$ cat src/sv/dwmd_pkg.sv
`default_nettype none

package dwmd_pkg;

  // Record layout
  localparam int NGROUPS      = 19;
  localparam int FRAMES_DEF   = 64;
  localparam int HDR_W_SHORT  = 4;
  localparam int HDR_W_LONG   = 5;
  localparam int START_W_BYTE = 8;
  localparam int START_W_WORD = 16;
  localparam int WIDTH_LIMIT  = 16;

  // Group boundaries
  localparam logic [4:0] GRP_FIRST_PAIR = 5'd16;
  localparam logic [4:0] GRP_WORD       = 5'd18;
  localparam logic [4:0] GRP_END        = 5'd19;

  // Frame word positions
  localparam logic [6:0] WORD_PAIR_64 = 7'd64;
  localparam logic [6:0] WORD_PAIR_48 = 7'd48;

  typedef enum logic [1:0] {
    ST_IDLE,
    ST_SHIFT,
    ST_DRAIN,
    ST_FLUSH
  } state_t;

  // One decoded result, without the per-byte last flag
  typedef struct packed {
    logic [5:0]  frame_index;
    logic [6:0]  word_position;
    logic [15:0] value;
    logic        record_end;
    logic        width_error;
  } res_t;

  function automatic logic [6:0] word_of_group(input logic [4:0] g);
    logic [6:0] w;
    w = WORD_PAIR_48;
    if (g < GRP_FIRST_PAIR) begin
      unique case (g[3:2])
        2'd0: w = 7'd51;
        2'd1: w = 7'd65;
        2'd2: w = 7'd66;
        2'd3: w = 7'd67;
        default: w = 7'd51;
      endcase
    end else if (g < GRP_WORD) begin
      w = WORD_PAIR_64;
    end
    return w;
  endfunction

endpackage

`default_nettype wire

$ cat src/sv/dwmd_out_stage.sv
`default_nettype none

module dwmd_out_stage (
  input  wire               clk,
  input  wire               rst_n,
  input  wire               push,
  input  dwmd_pkg::res_t    push_data,
  input  wire               close,
  output logic              stage_open,
  output logic              out_valid,
  input  wire               out_ready,
  output dwmd_pkg::res_t    out_data,
  output logic              out_last
);

  logic           pend_valid_r;
  dwmd_pkg::res_t pend_r;
  logic           out_valid_r;
  dwmd_pkg::res_t out_r;
  logic           last_r;
  logic           slot_free;
  logic           move;

  assign slot_free  = !out_valid_r || out_ready;
  assign stage_open = !pend_valid_r || slot_free;
  // a newer result or the end of the byte releases the held one
  assign move       = pend_valid_r && slot_free && (push || close);

  always_ff @(posedge clk) begin
    if (!rst_n) begin
      pend_valid_r <= 1'b0;
      out_valid_r  <= 1'b0;
    end else begin
      if (push) begin
        pend_valid_r <= 1'b1;
      end else if (move) begin
        pend_valid_r <= 1'b0;
      end
      if (move) begin
        out_valid_r <= 1'b1;
      end else if (out_ready) begin
        out_valid_r <= 1'b0;
      end
    end
  end

  always_ff @(posedge clk) begin
    if (push) begin
      pend_r <= push_data;
    end
    if (move) begin
      out_r  <= pend_r;
      last_r <= close;
    end
  end

  assign out_valid = out_valid_r;
  assign out_data  = out_r;
  assign out_last  = last_r;

endmodule

`default_nettype wire

$ cat src/sv/delta_width_monitor_decoder_core.sv
`default_nettype none

// Channel   Ports                                        Transfer when
// --------  -------------------------------------------  -------------------------
// in        in_data_byte, in_record_start                in_valid && in_ready
// out       out_frame_index, out_word_position,          out_valid && out_ready
//           out_value, out_record_end, out_width_error,
//           out_last
//
// One byte is worked at a time. A byte is taken while idle and goes through the
// bit shifter one bit per cycle, stalling while a value waits for the output
// stage; a flush state then releases the held result. After a value built from
// bits, a drain state checks for zero-width values and emits them one per cycle
// while the output stage is open. A byte ends early once the record is complete.
// Reset (rst_n low, synchronous) empties the output stage and waits for a header.
// A result is held one step back so its last flag is known when it is released.

module delta_width_monitor_decoder_core #(
  parameter int FRAMES = dwmd_pkg::FRAMES_DEF
) (
  input  wire         clk,
  input  wire         rst_n,
  input  wire         in_valid,
  output logic        in_ready,
  input  wire  [7:0]  in_data_byte,
  input  wire         in_record_start,
  output logic        out_valid,
  input  wire         out_ready,
  output logic [5:0]  out_frame_index,
  output logic [6:0]  out_word_position,
  output logic [15:0] out_value,
  output logic        out_record_end,
  output logic        out_width_error,
  output logic        out_last
);

  localparam logic [6:0] CNT_QUART = 7'(FRAMES / 4);
  localparam logic [6:0] CNT_HALF  = 7'(FRAMES / 2);
  localparam logic [6:0] CNT_FULL  = 7'(FRAMES);

  dwmd_pkg::state_t state_r, state_nxt;
  logic [7:0]  byte_r, byte_nxt;
  logic [3:0]  bits_left_r, bits_left_nxt;
  logic [15:0] buf_r, buf_nxt;
  logic [4:0]  held_r, held_nxt;
  logic        hdr_done_r, hdr_done_nxt;
  logic [4:0]  grp_r, grp_nxt;
  logic [5:0]  val_r, val_nxt;
  logic [15:0] prev_r, prev_nxt;
  logic        err_r, err_nxt;
  logic [4:0]  widths_r [dwmd_pkg::NGROUPS];

  logic        wr_en;
  logic        push;
  logic        close;
  logic        stage_open;
  dwmd_pkg::res_t push_data;
  dwmd_pkg::res_t out_data;

  // bit path
  logic [15:0] sh;
  logic [5:0]  held_p;
  logic [4:0]  fw;
  logic [4:0]  cur_w;
  logic        rec_done;

  // value path
  logic [15:0] emit_raw;
  logic [15:0] emit_v;
  logic [6:0]  emit_cnt;
  logic        emit_lastv;
  logic [5:0]  emit_frame;

  assign cur_w    = (grp_r < dwmd_pkg::GRP_END) ? widths_r[grp_r] : 5'd0;
  assign rec_done = hdr_done_r && (grp_r >= dwmd_pkg::GRP_END);
  assign sh       = {buf_r[14:0], byte_r[7]};
  assign held_p   = {1'b0, held_r} + 6'd1;

  // width of the field being collected
  always_comb begin
    if (!hdr_done_r) begin
      fw = (grp_r < dwmd_pkg::GRP_WORD) ? 5'(dwmd_pkg::HDR_W_SHORT)
                                        : 5'(dwmd_pkg::HDR_W_LONG);
    end else if (val_r == 6'd0) begin
      fw = (grp_r == dwmd_pkg::GRP_WORD) ? 5'(dwmd_pkg::START_W_WORD)
                                         : 5'(dwmd_pkg::START_W_BYTE);
    end else begin
      fw = cur_w;
    end
  end

  // accumulate the value and place it in the frame
  always_comb begin
    emit_raw = (state_r == dwmd_pkg::ST_DRAIN) ? 16'd0 : sh;
    emit_v   = (val_r == 6'd0) ? emit_raw : prev_r + emit_raw;
    if (grp_r != dwmd_pkg::GRP_WORD) begin
      emit_v[15:8] = 8'd0;
    end
    if (grp_r < dwmd_pkg::GRP_FIRST_PAIR) begin
      emit_cnt   = CNT_QUART;
      emit_frame = {val_r[3:0], grp_r[1:0]};
    end else if (grp_r < dwmd_pkg::GRP_WORD) begin
      emit_cnt   = CNT_HALF;
      emit_frame = {val_r[4:0], grp_r[0]};
    end else begin
      emit_cnt   = CNT_FULL;
      emit_frame = val_r;
    end
    emit_lastv = ({1'b0, val_r} + 7'd1) >= emit_cnt;
    push_data.frame_index   = emit_frame;
    push_data.word_position = dwmd_pkg::word_of_group(grp_r);
    push_data.value         = emit_v;
    push_data.record_end    = (grp_r == dwmd_pkg::GRP_WORD) && emit_lastv;
    push_data.width_error   = err_r;
  end

  always_comb begin
    state_nxt     = state_r;
    byte_nxt      = byte_r;
    bits_left_nxt = bits_left_r;
    buf_nxt       = buf_r;
    held_nxt      = held_r;
    hdr_done_nxt  = hdr_done_r;
    grp_nxt       = grp_r;
    val_nxt       = val_r;
    prev_nxt      = prev_r;
    err_nxt       = err_r;
    wr_en         = 1'b0;
    push          = 1'b0;
    close         = 1'b0;
    in_ready      = (state_r == dwmd_pkg::ST_IDLE);

    unique case (state_r)
      dwmd_pkg::ST_IDLE: begin
        if (in_valid) begin
          byte_nxt      = in_data_byte;
          bits_left_nxt = 4'd8;
          state_nxt     = dwmd_pkg::ST_SHIFT;
          // start a fresh record before this byte
          if (in_record_start) begin
            buf_nxt      = 16'd0;
            held_nxt     = 5'd0;
            hdr_done_nxt = 1'b0;
            grp_nxt      = 5'd0;
            val_nxt      = 6'd0;
            prev_nxt     = 16'd0;
          end
        end
      end

      dwmd_pkg::ST_SHIFT: begin
        if (bits_left_r == 4'd0 || rec_done) begin
          // leave once the byte is used up, or drop the rest of it once the record is complete
          state_nxt = dwmd_pkg::ST_FLUSH;
        end else if (held_p < {1'b0, fw}) begin
          byte_nxt      = {byte_r[6:0], 1'b0};
          bits_left_nxt = bits_left_r - 4'd1;
          buf_nxt       = sh;
          held_nxt      = held_p[4:0];
        end else if (!hdr_done_r) begin
          byte_nxt      = {byte_r[6:0], 1'b0};
          bits_left_nxt = bits_left_r - 4'd1;
          buf_nxt       = 16'd0;
          held_nxt      = 5'd0;
          wr_en         = 1'b1;
          if (grp_r == dwmd_pkg::GRP_WORD) begin
            err_nxt      = sh[4:0] > 5'(dwmd_pkg::WIDTH_LIMIT);
            hdr_done_nxt = 1'b1;
            grp_nxt      = 5'd0;
            val_nxt      = 6'd0;
          end else begin
            grp_nxt = grp_r + 5'd1;
          end
        end else if (stage_open) begin
          byte_nxt      = {byte_r[6:0], 1'b0};
          bits_left_nxt = bits_left_r - 4'd1;
          buf_nxt       = 16'd0;
          held_nxt      = 5'd0;
          push          = 1'b1;
          prev_nxt      = emit_v;
          if (emit_lastv) begin
            val_nxt = 6'd0;
            grp_nxt = grp_r + 5'd1;
          end else begin
            val_nxt = val_r + 6'd1;
          end
          state_nxt = dwmd_pkg::ST_DRAIN;
        end
      end

      dwmd_pkg::ST_DRAIN: begin
        // zero-width deltas consume no bits: emit them one per cycle while the output stage is open
        if (grp_r < dwmd_pkg::GRP_END && val_r != 6'd0 && cur_w == 5'd0) begin
          if (stage_open) begin
            push     = 1'b1;
            prev_nxt = emit_v;
            if (emit_lastv) begin
              val_nxt = 6'd0;
              grp_nxt = grp_r + 5'd1;
            end else begin
              val_nxt = val_r + 6'd1;
            end
          end
        end else begin
          state_nxt = dwmd_pkg::ST_SHIFT;
        end
      end

      dwmd_pkg::ST_FLUSH: begin
        // release the held result with its last flag
        if (stage_open) begin
          close     = 1'b1;
          state_nxt = dwmd_pkg::ST_IDLE;
        end
      end

      default: begin
        state_nxt = dwmd_pkg::ST_IDLE;
      end
    endcase
  end

  always_ff @(posedge clk) begin
    if (!rst_n) begin
      state_r     <= dwmd_pkg::ST_IDLE;
      bits_left_r <= 4'd0;
      buf_r       <= 16'd0;
      held_r      <= 5'd0;
      hdr_done_r  <= 1'b0;
      grp_r       <= 5'd0;
      val_r       <= 6'd0;
      prev_r      <= 16'd0;
      err_r       <= 1'b0;
    end else begin
      state_r     <= state_nxt;
      bits_left_r <= bits_left_nxt;
      buf_r       <= buf_nxt;
      held_r      <= held_nxt;
      hdr_done_r  <= hdr_done_nxt;
      grp_r       <= grp_nxt;
      val_r       <= val_nxt;
      prev_r      <= prev_nxt;
      err_r       <= err_nxt;
    end
  end

  // byte shifter and width table carry no reset
  always_ff @(posedge clk) begin
    byte_r <= byte_nxt;
    if (wr_en) begin
      widths_r[grp_r] <= sh[4:0];
    end
  end

  dwmd_out_stage u_out_stage (
    .clk        (clk),
    .rst_n      (rst_n),
    .push       (push),
    .push_data  (push_data),
    .close      (close),
    .stage_open (stage_open),
    .out_valid  (out_valid),
    .out_ready  (out_ready),
    .out_data   (out_data),
    .out_last   (out_last)
  );

  assign out_frame_index   = out_data.frame_index;
  assign out_word_position = out_data.word_position;
  assign out_value         = out_data.value;
  assign out_record_end    = out_data.record_end;
  assign out_width_error   = out_data.width_error;

endmodule

`default_nettype wire

$ cat config.mk
export PLATFORM = sky130hd
export DESIGN_NAME = delta_width_monitor_decoder_core
export DESIGN_NICKNAME = d
export VERILOG_FILES = /design/src/sv/dwmd_pkg.sv /design/src/sv/dwmd_out_stage.sv /design/src/sv/delta_width_monitor_decoder_core.sv
export SDC_FILE = /design/constraint.sdc
export NUM_CORES = 1
export LEC_CHECK = 0
export ABC_CLOCK_PERIOD_IN_PS = 7200
export BUFFER_PORTS_ARGS = -buffer_cell sky130_fd_sc_hd__buf_2
export CORE_MARGIN = 8
export CORE_UTILIZATION = 35
export CTS_CLUSTER_DIAMETER = 50
export CTS_CLUSTER_SIZE = 30
export DETAILED_ROUTE_END_ITERATION = 12
export SYNTH_ARGS = -nofsm -noshare
export SYNTH_HDL_FRONTEND = slang
export SYNTH_SLANG_ARGS = --single-unit
$ cat constraint.sdc
create_clock -name clk -period 7.2 [get_ports clk]
set_input_delay 0.72 -clock clk [delete_from_list [all_inputs] [get_ports clk]]
set_output_delay 0.72 -clock clk [all_outputs]
set_load 0.05 [all_outputs]
==> key figures <==
Critical path
  • WP data arrival: slightly below 6000 ps
  • CP endpoint kind: register
  • WP data required: around 7400 ps
  • Crit path kind: register to register
  • Startpoint class of the critical path: register
  • CP Max Fanout: 29

Global routing
  • Total global routing overflow: 0
  • Largest net degree at the start of global routing: 30
  • First-pass GRT wire length: 36,100 um
  • Number of global-route vias before repair: about 6,500
  • Initial antenna violation count: 0
  • GRT Resource Usage Total: 12.6%

Floorplanning
  • Full die area: ~35,000 um2
  • Initial Util: between 30 and 40%
  • Rows: 62
  • Die Width: 187 um
  • Chip height: 187 um
  • Number of top-level pins: 47
  • Core area: around 29,000 um2

STA
  • Final clock skew: roughly 24 ps
  • Final Cycle Share: roughly four fifths
  • Final hold violations: 0
  • Minimum clock period: 5670 ps
  • Fin Setup TNS: 0 ps
  • Pins Over Slew Limit: 0
  • Slew margin rel.: between 20% and 30%
  • Worst slew pin tran: 1100 ps
  • Setup WS post-layout: 1530 ps
  • Setup-violating endpoint count in the final report: 0
  • RSZ-0062 raised after global routing: no
  • Achievable clock frequency: between 150 and 200 MHz

Clocking
  • Setup Buffers After CTS: 0
  • H-tree Lvls: 1
  • CTS root buffer: clkbuf_16
  • CTS Sinks: between 200 and 250
  • CTS tree: yes
  • Skew-Pair Late Insertion Delay: around 540 ps
  • Hold buffers post-CTS: 0
  • Post-cts sizing count: 0
  • Total CTS buffers: 27
  • Register clock-pin slew on the reported worst setup and hold paths: ~70 ps
  • Max Root-Sink Buffers: 3

Placed design
  • Setup WS pre-CTS: roughly 1500 ps
  • GPL Wtd Cong: approximately 0.84
  • Port bufs: 44
  • Area of placed instances: 10,800 um2
  • Final HPWL DP: approximately 15,000 um

Logic synthesis
  • Synth area leader: edfxtp_1
  • Count leader, synth: edfxtp_1
  • Seq/Total Area, Yosys: about three fifths
  • Mean Syn Cell Area: 12.1 um2
  • Ranking of synthesized cells by area: edfxtp_1 47%, dfxtp_1 12%, ha_1 4.3%
  • Synth warnings: 0
  • EDFF count, synth: 160
  • Cell variety after synth: 70
  • Ys flop type: edfxtp_1
  • Synthesized cell area: slightly above 10,000 um2
  • Synth cell count leaders: 160 x edfxtp_1, 81 x nand2_1, 62 x dfxtp_1
  • Ys async rst share: 0%
  • Post-Syn Instances: between 800 and 900
  • Top-area cell type share of the netlist area: between 40 and 50%
  • Post-synthesis register bit count: between 200 and 250

Finish
  • Ant. Diodes: 0
  • Filler cells: 2,721
  • Register area: between 6000 and 7000 um2
  • Post-Layout Inst Area: around 12,000 um2
  • NumNets Final: approximately 930
  • Area of the multi-input gates: between 3000 and 4000 um2
  • P&R area growth vs syn: 15.1%
  • Ratio of cells with drive above 1 in the final layout: 16.1%

Power and ir drop
  • Max VDD drop: 0.180 mV
  • Leak pwr: about 0.0041 uW
  • Pwr/cell area: 298 nW/um2
  • Total power: around 3500 uW

Run
  • Max-capacitance violation count: 0

Routing
  • Number of routed nets with antenna violations: 0
  • Post-Route WL: 22,400 um
  • Via count: approximately 6,700
  • # DRC: 0
  • Drt wl/cell: 17.5 um
  • Vias per cell: ~5.2
  • DR iter-0 viols: between 500 and 600
  • DRT Pass-1 Iters: 5

Run status
  • Status: finished clean

Hold path
  • Hold WC Path Type: register to register
## state kept, by name, summed over array words and instances (netlist names), 2 cells and up, named ones only
| name | count |
|---|---|
| bits_left_r | 4 |
| buf_r | 15 |
| byte_r | 8 |
| grp_r | 5 |
| held_r | 5 |
| prev_r | 16 |
| state_r | 2 |
| u_out_stage.out_data | 28 |
| u_out_stage.pend_r | 28 |
| val_r | 6 |
| widths_r | 95 |
## layer usage
| layer | track usage, % | share of wire, % |
|---|---|---|
| met5 | 0 | 0 |
| met4 | 3.48 | 1.9 |
| met2 | 19.2 | 44 |
| met1 | 18.0 | 48 |
| met3 | 2.37 | 6.2 |
## report_power, final
| part | total (uW) | switching, uW | leakage (uW) | internal (uW) |
|---|---|---|---|---|
| Sequential | 1510 | 67.4 | 0.00198 | 1450 |
| Combinational | 599 | 401 | 0.00165 | 197 |
| Clock | 1380 | 609 | 0.000453 | 775 |
## final timing paths
path                                              to                            startpoint  slack [ps]  cells after the start
setup reg to reg  u_out_stage.out_data[25]$_DFFE_PP_                              register        1530                     14
hold reg to reg   u_out_stage.out_data[19]$_DFFE_PP_  u_out_stage.pend_r[19]$_SDFFCE_PP0P_         420                      0
hold / removal    u_out_stage.out_data[19]$_DFFE_PP_  u_out_stage.pend_r[19]$_SDFFCE_PP0P_         420                      0
setup / recovery  u_out_stage.out_data[25]$_DFFE_PP_                              register        1530                     14
## critical path, stage by stage, from the launching register on
cell and delay [ps]:
dfxtp_1 1030, mux4_2 610, mux2_2 280, mux4_2 480, and2_1 190, nand2_1 60, o21ai_0 90, nand2_1 110
ha_1 240, a21oi_1 260, nand2_1 80, o31ai_1 740, a2111oi_0 120, o21ai_0 630, a21oi_4 370
## per-stage QoR
stage / util, % / hold slack (ps) / std cells
floorplan: - / 400 / 842
global placement: 37.6 / 401 / 1231
detailed placement: 37.6 / 405 / 1231
finish: 40.9 / 417 / 1281
CTS: 40.9 / 417 / 1281
global route: 40.9 / 425 / 1281
## logic make-up (layout without fill, tap and decap cells)
group	after synthesis	count (layout)	share of synthesized area, %
AND/OR/NAND/NOR	272	272	13.1
flip-flops	222	222	59.3
AO/OA/AOI/OAI	169	169	11.2
buffers and inverters	70	125	2.85
multiplexers	57	57	7.85
adder cells (fa/ha/maj)	36	36	4.49
XOR/XNOR	14	14	1.20
other	1	2	0.0368
## cell type report
| cell class | instances | share of cell area [%] |
|---|---|---|
| Tap cell | 384 | 4.10 |
| Clock buffer | 29 | 5.91 |
| Clock inverter | 21 | 2.14 |
| Inverter | 23 | 0.736 |
| Multi-Input combinational cell | 550 | 33.2 |
| Timing Repair Buffer | 52 | 2.39 |
| Sequential cell | 222 | 51.5 |
## cell usage in the layout, fill, tap and decap left out, types with 26 or more instances in the layout
| cell type | count |
|---|---|
| a21oi_1 | 46 |
| buf_2 | 44 |
| clkbuf_16 | 27 |
| dfxtp_1 | 62 |
| edfxtp_1 | 160 |
| ha_1 | 35 |
| mux2i_1 | 26 |
| nand2_1 | 81 |
| nand3_1 | 42 |
| nor2_1 | 53 |
| nor2b_1 | 26 |
| o21ai_0 | 29 |
No activity file was read; power rests on OpenSTA's default activity.
